$ cat src/rtl/edfa_pkg.sv
// ----------------------------------------------------------------------------
// edfa_pkg - shared types and constants
// Word layouts, fixed-point sizes and rounding constants for the exact
// binary16 dot-product accumulator.
// ----------------------------------------------------------------------------
package edfa_pkg;

  // term bound per dot product
  localparam int MAX_TERMS = 1048576;

  // binary16 fields
  localparam int MAN_W   = 10;
  localparam int EXP_W   = 5;
  localparam int HALF_W  = 1 + EXP_W + MAN_W;
  localparam int SIG_W   = MAN_W + 1;
  localparam logic [EXP_W-1:0] EXP_SPECIAL = '1;

  // operand as integer in 2^-24 units: significand << (e-1), e-1 at most 29
  localparam int ESH_W     = EXP_W;
  localparam int MAX_ESH   = 29;
  localparam int SHIFT_W   = ESH_W + 1;
  localparam int PSIG_W    = 2 * SIG_W;
  localparam int PROD_W    = PSIG_W + 2 * MAX_ESH;

  // term counter and accumulator (48 fraction bits, sign, growth)
  localparam int CNT_W     = $clog2(MAX_TERMS + 1);
  localparam int ACC_W     = PROD_W + CNT_W + 1;

  // leading-one search
  localparam int CHUNK_W   = 8;
  localparam int POS_W     = $clog2(CHUNK_W);
  localparam int NCH       = (ACC_W + CHUNK_W - 1) / CHUNK_W;
  localparam int PAD_W     = NCH * CHUNK_W;
  localparam int CIDX_W    = $clog2(NCH);
  localparam int TOP_W     = CIDX_W + POS_W;

  // rounding: magnitudes below 2^-14 (bit 34 of the 2^-48 scale) are subnormal
  localparam int SUB_TOP   = 34;
  localparam int SUB_SHIFT = 24;
  localparam int FIELD_W   = 17;
  localparam logic [FIELD_W-1:0] INF_FIELD = FIELD_W'(17'h07c00);

  // decoupling queue
  localparam int QDEPTH    = 2;
  localparam int QPTR_W    = $clog2(QDEPTH);
  localparam int QCNT_W    = $clog2(QDEPTH + 1);

  typedef struct packed {
    logic [HALF_W-1:0] a_half;
    logic [HALF_W-1:0] b_half;
    logic              last_term;
  } item_t;

  typedef struct packed {
    logic [HALF_W-1:0] result_half;
    logic              invalid_seen;
    logic              too_many_terms;
  } result_t;

  // classified term handed from front to back
  typedef struct packed {
    logic [SIG_W-1:0]   sig_a;
    logic [SIG_W-1:0]   sig_b;
    logic [SHIFT_W-1:0] shift;
    logic               neg;
    logic               add;
    logic               last;
    logic               inv;
    logic               over;
  } term_t;

  // finished exact sum handed to the rounder
  typedef struct packed {
    logic [ACC_W-1:0] sum;
    logic             inv;
    logic             over;
  } sum_t;

endpackage

$ cat src/rtl/exact_fp16_dot_accumulator.sv
// ----------------------------------------------------------------------------
// exact_fp16_dot_accumulator - exact binary16 dot product
// Sums exact products of binary16 pairs in a wide fixed-point accumulator
// and rounds once, nearest even, at the end of each dot product.
// ----------------------------------------------------------------------------
// Usage:
//  - Input channel (item_valid / item_stall / item): one word is an operand
//    pair and a last_term mark. One word may be taken every cycle.
//  - Output channel (result_valid / result_stall / result): one word per
//    dot product, sent after the word marked last_term; other words give none.
//  - result_valid rises once the last word has passed, in order, the input
//    register, queue slot, product, align, accumulate, four rounding stages
//    and the result register; result_stall can hold it on the way.
//  - Throughput is one word per cycle unless stalled, set by the single wide accumulator add.
//  - A NaN or Inf operand skips its term and raises invalid_seen; terms past
//    the bound are skipped and raise too_many_terms.
//  - When result_stall holds a result, the back pipeline freezes; the queue
//    and input register then fill, and item_stall rises after at most three
//    more words.
//  - Synchronous reset clears the accumulator, count, flags and all valids;
//    item_stall is low straight after reset.
// ----------------------------------------------------------------------------
module exact_fp16_dot_accumulator (
  input  logic              clk,
  input  logic              rst,
  input  logic              item_valid,
  output logic              item_stall,
  input  edfa_pkg::item_t   item,
  output logic              result_valid,
  input  logic              result_stall,
  output edfa_pkg::result_t result
);
  import edfa_pkg::*;

  logic   push, q_full, q_valid, pop, advance, sum_valid;
  term_t  fterm, head;
  sum_t   sum;

  edfa_front u_front (
    .clk        (clk),
    .rst        (rst),
    .item_valid (item_valid),
    .item_stall (item_stall),
    .item       (item),
    .q_full     (q_full),
    .push       (push),
    .term       (fterm)
  );

  edfa_queue u_queue (
    .clk     (clk),
    .rst     (rst),
    .push    (push),
    .wr_term (fterm),
    .q_full  (q_full),
    .q_valid (q_valid),
    .pop     (pop),
    .head    (head)
  );

  edfa_back u_back (
    .clk       (clk),
    .rst       (rst),
    .advance   (advance),
    .q_valid   (q_valid),
    .head      (head),
    .pop       (pop),
    .sum_valid (sum_valid),
    .sum       (sum)
  );

  edfa_round u_round (
    .clk          (clk),
    .rst          (rst),
    .sum_valid    (sum_valid),
    .sum          (sum),
    .advance      (advance),
    .result_valid (result_valid),
    .result_stall (result_stall),
    .result       (result)
  );

endmodule

$ cat src/rtl/edfa_front.sv
// ----------------------------------------------------------------------------
// edfa_front - input stage and term classifier
// Accepts operand pairs, decodes the binary16 operands, keeps the term count
// and sticky flags of the running dot product, and feeds the queue.
// ----------------------------------------------------------------------------
module edfa_front (
  input  logic           clk,
  input  logic           rst,
  input  logic           item_valid,
  output logic           item_stall,
  input  edfa_pkg::item_t item,
  input  logic           q_full,
  output logic           push,
  output edfa_pkg::term_t term
);
  import edfa_pkg::*;

  logic             fvalid;
  logic [CNT_W-1:0] cnt;
  logic             inv_flag;
  logic             over_flag;
  logic             accept;

  logic [EXP_W-1:0] ea, eb;
  logic [ESH_W-1:0] sha, shb;
  logic             bad;
  logic             over_now;
  term_t            term_next;

  assign item_stall = fvalid & q_full;
  assign push       = fvalid & ~q_full;
  assign accept     = item_valid & ~item_stall;

  always_comb begin
    ea       = item.a_half[HALF_W-2 -: EXP_W];
    eb       = item.b_half[HALF_W-2 -: EXP_W];
    bad      = (ea == EXP_SPECIAL) || (eb == EXP_SPECIAL);
    over_now = (cnt == CNT_W'(MAX_TERMS));
    sha      = (ea == '0) ? '0 : ea - ESH_W'(1);
    shb      = (eb == '0) ? '0 : eb - ESH_W'(1);

    term_next.sig_a = {ea != '0, item.a_half[MAN_W-1:0]};
    term_next.sig_b = {eb != '0, item.b_half[MAN_W-1:0]};
    term_next.shift = SHIFT_W'(sha) + SHIFT_W'(shb);
    term_next.neg   = item.a_half[HALF_W-1] ^ item.b_half[HALF_W-1];
    term_next.add   = ~over_now & ~bad;
    term_next.last  = item.last_term;
    term_next.inv   = inv_flag | bad;
    term_next.over  = over_flag | over_now;
  end

  always_ff @(posedge clk) begin
    if (rst) begin
      fvalid    <= 1'b0;
      cnt       <= '0;
      inv_flag  <= 1'b0;
      over_flag <= 1'b0;
    end else begin
      if (accept) begin
        fvalid <= 1'b1;
      end else if (push) begin
        fvalid <= 1'b0;
      end
      if (accept) begin
        if (item.last_term) begin
          cnt       <= '0;
          inv_flag  <= 1'b0;
          over_flag <= 1'b0;
        end else begin
          cnt       <= over_now ? cnt : cnt + CNT_W'(1);
          inv_flag  <= term_next.inv;
          over_flag <= term_next.over;
        end
      end
    end
  end

  always_ff @(posedge clk) begin
    if (accept) begin
      term <= term_next;
    end
  end

endmodule

$ cat src/rtl/edfa_queue.sv
// ----------------------------------------------------------------------------
// edfa_queue - term queue
// Short FIFO of classified terms between the front and the back, so that
// either side can hold without stopping the other at once.
// ----------------------------------------------------------------------------
module edfa_queue (
  input  logic           clk,
  input  logic           rst,
  input  logic           push,
  input  edfa_pkg::term_t wr_term,
  output logic           q_full,
  output logic           q_valid,
  input  logic           pop,
  output edfa_pkg::term_t head
);
  import edfa_pkg::*;

  term_t              slots [QDEPTH];
  logic [QPTR_W-1:0]  wr_ptr, rd_ptr;
  logic [QCNT_W-1:0]  count;

  assign q_full  = (count == QCNT_W'(QDEPTH));
  assign q_valid = (count != '0);
  assign head    = slots[rd_ptr];

  always_ff @(posedge clk) begin
    if (rst) begin
      wr_ptr <= '0;
      rd_ptr <= '0;
      count  <= '0;
    end else begin
      if (push) begin
        wr_ptr <= (wr_ptr == QPTR_W'(QDEPTH - 1)) ? '0 : wr_ptr + QPTR_W'(1);
      end
      if (pop) begin
        rd_ptr <= (rd_ptr == QPTR_W'(QDEPTH - 1)) ? '0 : rd_ptr + QPTR_W'(1);
      end
      case ({push, pop})
        2'b10:   count <= count + QCNT_W'(1);
        2'b01:   count <= count - QCNT_W'(1);
        default: count <= count;
      endcase
    end
  end

  always_ff @(posedge clk) begin
    if (push) begin
      slots[wr_ptr] <= wr_term;
    end
  end

endmodule

$ cat src/rtl/edfa_back.sv
// ----------------------------------------------------------------------------
// edfa_back - product and accumulate pipeline
// Multiplies the significands, aligns and signs the exact product, and adds
// it into the wide accumulator. The last term of a dot product hands the
// finished sum to the rounder and clears the accumulator.
// ----------------------------------------------------------------------------
module edfa_back (
  input  logic            clk,
  input  logic            rst,
  input  logic            advance,
  input  logic            q_valid,
  input  edfa_pkg::term_t head,
  output logic            pop,
  output logic            sum_valid,
  output edfa_pkg::sum_t  sum
);
  import edfa_pkg::*;

  // product stage
  logic               v1;
  logic [PSIG_W-1:0]  prod1;
  logic [SHIFT_W-1:0] shift1;
  logic               neg1, add1, last1, inv1, over1;

  // aligned term stage
  logic               v2;
  logic [ACC_W-1:0]   term2;
  logic               last2, inv2, over2;

  logic [ACC_W-1:0]   acc;
  logic [ACC_W-1:0]   aligned;
  logic [ACC_W-1:0]   term2_next;
  logic [ACC_W-1:0]   acc_sum;

  assign pop = advance & q_valid;

  always_comb begin
    aligned    = add1 ? (ACC_W'(prod1) << shift1) : '0;
    term2_next = neg1 ? (~aligned + ACC_W'(1)) : aligned;
    acc_sum    = acc + term2;
  end

  always_ff @(posedge clk) begin
    if (rst) begin
      v1        <= 1'b0;
      v2        <= 1'b0;
      sum_valid <= 1'b0;
      acc       <= '0;
    end else if (advance) begin
      v1        <= q_valid;
      v2        <= v1;
      sum_valid <= v2 & last2;
      if (v2) begin
        acc <= last2 ? '0 : acc_sum;
      end
    end
  end

  always_ff @(posedge clk) begin
    if (advance) begin
      prod1  <= PSIG_W'(head.sig_a) * PSIG_W'(head.sig_b);
      shift1 <= head.shift;
      neg1   <= head.neg;
      add1   <= head.add;
      last1  <= head.last;
      inv1   <= head.inv;
      over1  <= head.over;

      term2  <= term2_next;
      last2  <= last1;
      inv2   <= inv1;
      over2  <= over1;

      sum.sum  <= acc_sum;
      sum.inv  <= inv2;
      sum.over <= over2;
    end
  end

endmodule

$ cat src/rtl/edfa_round.sv
// ----------------------------------------------------------------------------
// edfa_round - round to binary16
// Pipelined conversion of the exact sum to binary16, nearest even: absolute
// value, per-byte leading one, leading-one select, shift with guard and
// sticky, then increment and pack. Ends in the result register.
// ----------------------------------------------------------------------------
module edfa_round (
  input  logic              clk,
  input  logic              rst,
  input  logic              sum_valid,
  input  edfa_pkg::sum_t    sum,
  output logic              advance,
  output logic              result_valid,
  input  logic              result_stall,
  output edfa_pkg::result_t result
);
  import edfa_pkg::*;

  // stage 1: sign and magnitude
  logic             v1, sign1, inv1, over1;
  logic [ACC_W-1:0] mag1;
  // stage 2: byte flags
  logic             v2, sign2, inv2, over2;
  logic [PAD_W-1:0] mag2;
  logic [NCH-1:0]   nz2;
  logic [POS_W-1:0] pos2 [NCH];
  // stage 3: leading-one index
  logic             v3, sign3, inv3, over3;
  logic [PAD_W-1:0] mag3;
  logic [TOP_W-1:0] top3;
  // stage 4: shifted significand
  logic             v4, sign4, inv4, over4, normal4, guard4, sticky4;
  logic [SIG_W-1:0] q4;
  logic [TOP_W-1:0] top4;

  logic [PAD_W-1:0]   pad1;
  logic [NCH-1:0]     nz_next;
  logic [POS_W-1:0]   pos_next [NCH];
  logic [TOP_W-1:0]   top_next;
  logic               normal3;
  logic [TOP_W-1:0]   sm1;
  logic [PAD_W-1:0]   shifted, low_mask;
  logic               inc;
  logic [SIG_W:0]     m;
  logic [FIELD_W-1:0] field, field_sat;

  assign advance = ~result_valid | ~result_stall;

  always_comb begin
    pad1 = PAD_W'(mag1);
    for (int c = 0; c < NCH; c++) begin
      nz_next[c]  = |pad1[c*CHUNK_W +: CHUNK_W];
      pos_next[c] = '0;
      for (int j = 0; j < CHUNK_W; j++) begin
        if (pad1[c*CHUNK_W + j]) begin
          pos_next[c] = POS_W'(j);
        end
      end
    end

    top_next = '0;
    for (int c = 0; c < NCH; c++) begin
      if (nz2[c]) begin
        top_next = {CIDX_W'(c), pos2[c]};
      end
    end

    // below the normal range the step is fixed at 2^-24
    normal3  = (top3 >= TOP_W'(SUB_TOP));
    sm1      = (normal3 ? top3 - TOP_W'(MAN_W) : TOP_W'(SUB_SHIFT)) - TOP_W'(1);
    shifted  = mag3 >> sm1;
    low_mask = ~({PAD_W{1'b1}} << sm1);

    inc   = guard4 & (sticky4 | q4[0]);
    m     = {1'b0, q4} + (SIG_W + 1)'(inc);
    // carry out of the significand rolls into the exponent on its own
    field = normal4 ? ((FIELD_W'(top4) - FIELD_W'(SUB_TOP)) << MAN_W) + FIELD_W'(m)
                    : FIELD_W'(m);
    field_sat = (field >= INF_FIELD) ? INF_FIELD : field;
  end

  always_ff @(posedge clk) begin
    if (rst) begin
      v1           <= 1'b0;
      v2           <= 1'b0;
      v3           <= 1'b0;
      v4           <= 1'b0;
      result_valid <= 1'b0;
    end else if (advance) begin
      v1           <= sum_valid;
      v2           <= v1;
      v3           <= v2;
      v4           <= v3;
      result_valid <= v4;
    end
  end

  always_ff @(posedge clk) begin
    if (advance) begin
      sign1 <= sum.sum[ACC_W-1];
      mag1  <= sum.sum[ACC_W-1] ? (~sum.sum + ACC_W'(1)) : sum.sum;
      inv1  <= sum.inv;
      over1 <= sum.over;

      sign2 <= sign1;
      mag2  <= pad1;
      nz2   <= nz_next;
      pos2  <= pos_next;
      inv2  <= inv1;
      over2 <= over1;

      sign3 <= sign2;
      mag3  <= mag2;
      top3  <= top_next;
      inv3  <= inv2;
      over3 <= over2;

      sign4   <= sign3;
      q4      <= shifted[SIG_W:1];
      guard4  <= shifted[0];
      sticky4 <= |(mag3 & low_mask);
      normal4 <= normal3;
      top4    <= top3;
      inv4    <= inv3;
      over4   <= over3;

      result.result_half    <= {sign4, field_sat[HALF_W-2:0]};
      result.invalid_seen   <= inv4;
      result.too_many_terms <= over4;
    end
  end

endmodule

$ cat config.mk
export PLATFORM = sky130hd
export DESIGN_NAME = exact_fp16_dot_accumulator
export DESIGN_NICKNAME = d
export VERILOG_FILES = /design/src/rtl/edfa_pkg.sv /design/src/rtl/exact_fp16_dot_accumulator.sv /design/src/rtl/edfa_front.sv /design/src/rtl/edfa_queue.sv /design/src/rtl/edfa_back.sv /design/src/rtl/edfa_round.sv
export SDC_FILE = /design/constraint.sdc
export NUM_CORES = 2
export LEC_CHECK = 0
export BUFFER_PORTS_ARGS = -buffer_cell sky130_fd_sc_hd__buf_2
export CAP_MARGIN = 30
export CORE_MARGIN = 2
export CORE_UTILIZATION = 43
export CTS_BUF_LIST = sky130_fd_sc_hd__clkbuf_4 sky130_fd_sc_hd__clkbuf_8
export DETAILED_ROUTE_END_ITERATION = 10
export PLACE_DENSITY = 0.7
export SYNTH_ARGS = -nofsm -noshare
export SYNTH_HDL_FRONTEND = slang
export SYNTH_SLANG_ARGS = --single-unit
$ cat constraint.sdc
create_clock -name clk -period 27.5 [get_ports clk]
set_clock_uncertainty 0.15 [all_clocks]
set_input_delay 2.75 -clock clk [delete_from_list [all_inputs] [get_ports clk]]
set_output_delay 2.75 -clock clk [all_outputs]
set_load 0.05 [all_outputs]
==> impl_metrics.csv <==
group,metric,value,unit
routing,wl_per_cell,20.7,µm
yosys,synth.yosys.seq_area_share,47.7,%
floorplanning,ios,57,
grt,grt_overflow,0,
placed_design,dp_cells,6503,
hold_path,hold_class,"register to register",
critical_path,crit_arrival,7.30,ns
sta,finalSetupViolCount,0,
yosys,synth_edf_count,757,
sta,fin_crit_sh,25.0,%
yosys,syn_nets,5312,
floorplanning,die_w,357,µm
routing,drt_first_pass_iters,6,
floorplanning,dieArea,0.127,mm²
sta,slew_viol_final,0,
job,cap_violations,0,
clock_tree,cts_buffers,149,
grt,groute.usage.overall,21.9,%
grt,grt_pass1_wl,219,mm
routing,post_drt_via_cell_ratio,5.77,
grt,grt_pass1_vias,38600,
floorplanning,die_y,357,µm
clock_tree,root_buffer,"clkbuf_8",
final_layout,layout_commonest_cell,"edfxtp_1",
clock_tree,clock_path_buffers,3,
floorplanning,start_util,43.3,%
routing,drt_iter0_drc,3373,
status,status,"completed",
yosys,postSynth.asyncResetShare,0,%
final_layout,post-route-util,47.6,%
critical_path,crit_path_frequent_cell,"fa_1",
floorplanning,coreArea,0.124,mm²
routing,drc,0,
critical_path,critPathRequiredTime,27.92,ns
grt,grt_max_degree,83,
sta,relSlewSlack,30.4,%
critical_path,crit_slowest_cell,"mux2i_1",
critical_path,max_stage_delay,0.60,ns
critical_path,crit_type,"register to register",
final_layout,final_cell_mix,"757 x edfxtp_1, 490 x nor2_1, 477 x nand2_1",
routing,wirelength,140,mm
yosys,synth_area,0.0535,mm²
clock_tree,clk_latency,0.88,ns
sta,tightest_slew,1.04,ns
grt,antenna_found_initial,2,
clock_tree,cts_tree,"yes",
final_layout,final_nets,5325,
clock_tree,ctsResizeCount,0,
final_layout,nFillCells,11300,
placed_design,dp_worst_setup_slack,20.65,ns
placed_design,io_buffers,56,
critical_path,start_kind,"register",
clock_tree,clock-sinks,896,
clock_tree,cts_setup_buffers,0,
clock_tree,hold_buffers,0,
yosys,synthDistinctLibCells,110,
sta,timing.fmax,145,MHz
sta,worst_slack,20.62,ns
yosys,synth_ff_type,"edfxtp_1",
critical_path,crit_chain,"buf_4 > mux2i_1 > nor2_1 > fa_1 > ha_1 > fa_1 > inv_1 > fa_1 > fa_1 > inv_1 > ha_1 > inv_1 > o21ai_0 > a21oi_1 > o21ai_0 > a41oi_1 > a211oi_1 > a41o_1 > or4_1 > o311a_1 > xor2_1",
yosys,synth_area_per_cell,10.7,µm²
yosys,ys.warnings.count,0,
critical_path,cp_top_family,"adder cells",
final_layout,fin_cells,6784,
critical_path,cp-end-kind,"register",
critical_path,path_max_fanout,46,
final_layout,drive_gt1_share,11.4,%
routing,ant_nets,0,
final_layout,area_growth_syn_to_layout,9.93,%
yosys,synthCells,5006,
floorplanning,rows,129,
clock_tree,htreeDepth,4,
placed_design,gp_congestion,1.02,
hold_path,hp-start,"u_round.mag2[44]",
sta,period_minus_slack,6.88,ns
sta,hold_viol,0,
sta,rsz0062_at_grt,"no",
sta,setup_tns,0,ns
placed_design,place_hpwl,105,mm
clock_tree,clk_pin_slew_worst_paths,0.06,ns
routing,via_count,39200,
yosys,ys_ff_latch,896,
critical_path,cp_num_buf_inv,4,
registers in the layout (all words and copies together) (netlist names), 7 cells and up, named ones only:
signal,count
u_round.top4,7
u_front.term,33
u_round.mag2,102
u_round.mag1,102
u_front.cnt,21
u_back.term2,102
u_round.result,18
u_round.top3,7
u_round.pos2,39
u_round.nz2,13
u_back.sum,104
u_queue.slots,66
u_round.q4,11
u_back.acc,102
u_back.prod1,22
u_round.mag3,102
worst reg2reg max path: stages (launching register included):
cell	delay (ns)
dfxtp_2	0.31
buf_4	0.50
mux2i_1	0.66
nor2_1	0.14
fa_1	0.48
ha_1	0.23
fa_1	0.53
inv_1	0.05
fa_1	0.46
fa_1	0.54
inv_1	0.04
ha_1	0.32
inv_1	0.06
o21ai_0	0.08
a21oi_1	0.25
o21ai_0	0.24
a41oi_1	0.41
a211oi_1	0.19
a41o_1	0.28
or4_1	0.39
o311a_1	0.13
xor2_1	0.14
metrics by stage:
step,hold slack [ns],instance area [µm²]
finish,0.211,58800
global placement,0.251,55300
floorplan,0.250,53500
detailed placement,0.255,55400
CTS,0.192,58800
global route,0.225,58800
worst paths after layout:
| path | end | slack [ns] | cells after the start |
|---|---|---|---|
| max | u_back.prod1[20] | 20.62 | 21 |
| min | u_round.mag3[44] | 0.21 | 0 |
| max reg2reg | u_back.prod1[20] | 20.62 | 21 |
| min reg2reg | u_round.mag3[44] | 0.21 | 0 |
cell type report:
type / instances / area [µm²] / area share (%)
inverters: 216 / 822 / 1.40
flip-flops and latches: 896 / 25500 / 43.4
repair buffers: 114 / 771 / 1.31
multi-input cells: 3642 / 26300 / 44.7
well taps: 1637 / 2050 / 3.48
diodes: 2 / 5.00 / 0.00851
clock inverters: 71 / 816 / 1.39
clock buffers: 206 / 2560 / 4.35
per-layer routing:
metal	track usage, %	vias up	part of all wire [%]
met2	37.1	1285	48
met1	27.3	18900	42
met3	3.40	378	5.1
li1	-	18600	-
met5	0	-	0
met4	10.8	0	5.0
cells in the mapped netlist, types with 26 or more instances:
master	count	area [µm²]
o22ai_1	36	225
o31ai_1	57	428
nand3_1	89	445
xnor2_1	235	2060
nand4_1	76	475
edfxtp_1	757	22700
mux4_2	60	1350
a31oi_1	29	181
and2_1	37	231
or3_1	27	169
dfxtp_1	139	2780
nor4_1	30	188
clkbuf_1	209	785
o21ai_0	242	1210
nand2b_1	26	163
o21bai_1	47	353
nor3_1	84	420
nor2_1	493	1850
or4_1	26	195
nand2_1	479	1800
mux2_2	61	687
and3_1	32	200
a21o_1	89	668
xor2_1	99	867
ha_1	186	2330
mux2i_1	254	2540
a22o_1	46	403
inv_1	212	796
fa_1	83	1660
buf_1	31	116
a21oi_1	286	1430
a22oi_1	71	533
kinds of logic (layout without fill, tap and decap cells):
kind of cell | after synthesis | in the layout | synth area share, %
other | 0 | 2 | 0
AO/OA/AOI/OAI | 1145 | 1145 | 14.1
adder cells (fa/ha/maj) | 270 | 270 | 7.47
flip-flops | 896 | 896 | 47.7
XOR/XNOR | 334 | 334 | 5.47
buffers and inverters | 468 | 607 | 3.39
multiplexers | 381 | 381 | 8.70
AND/OR/NAND/NOR | 1512 | 1512 | 13.2
Power is not shown: default switching activity piles up to over one toggle a cycle in this logic, so the estimate is an artifact.
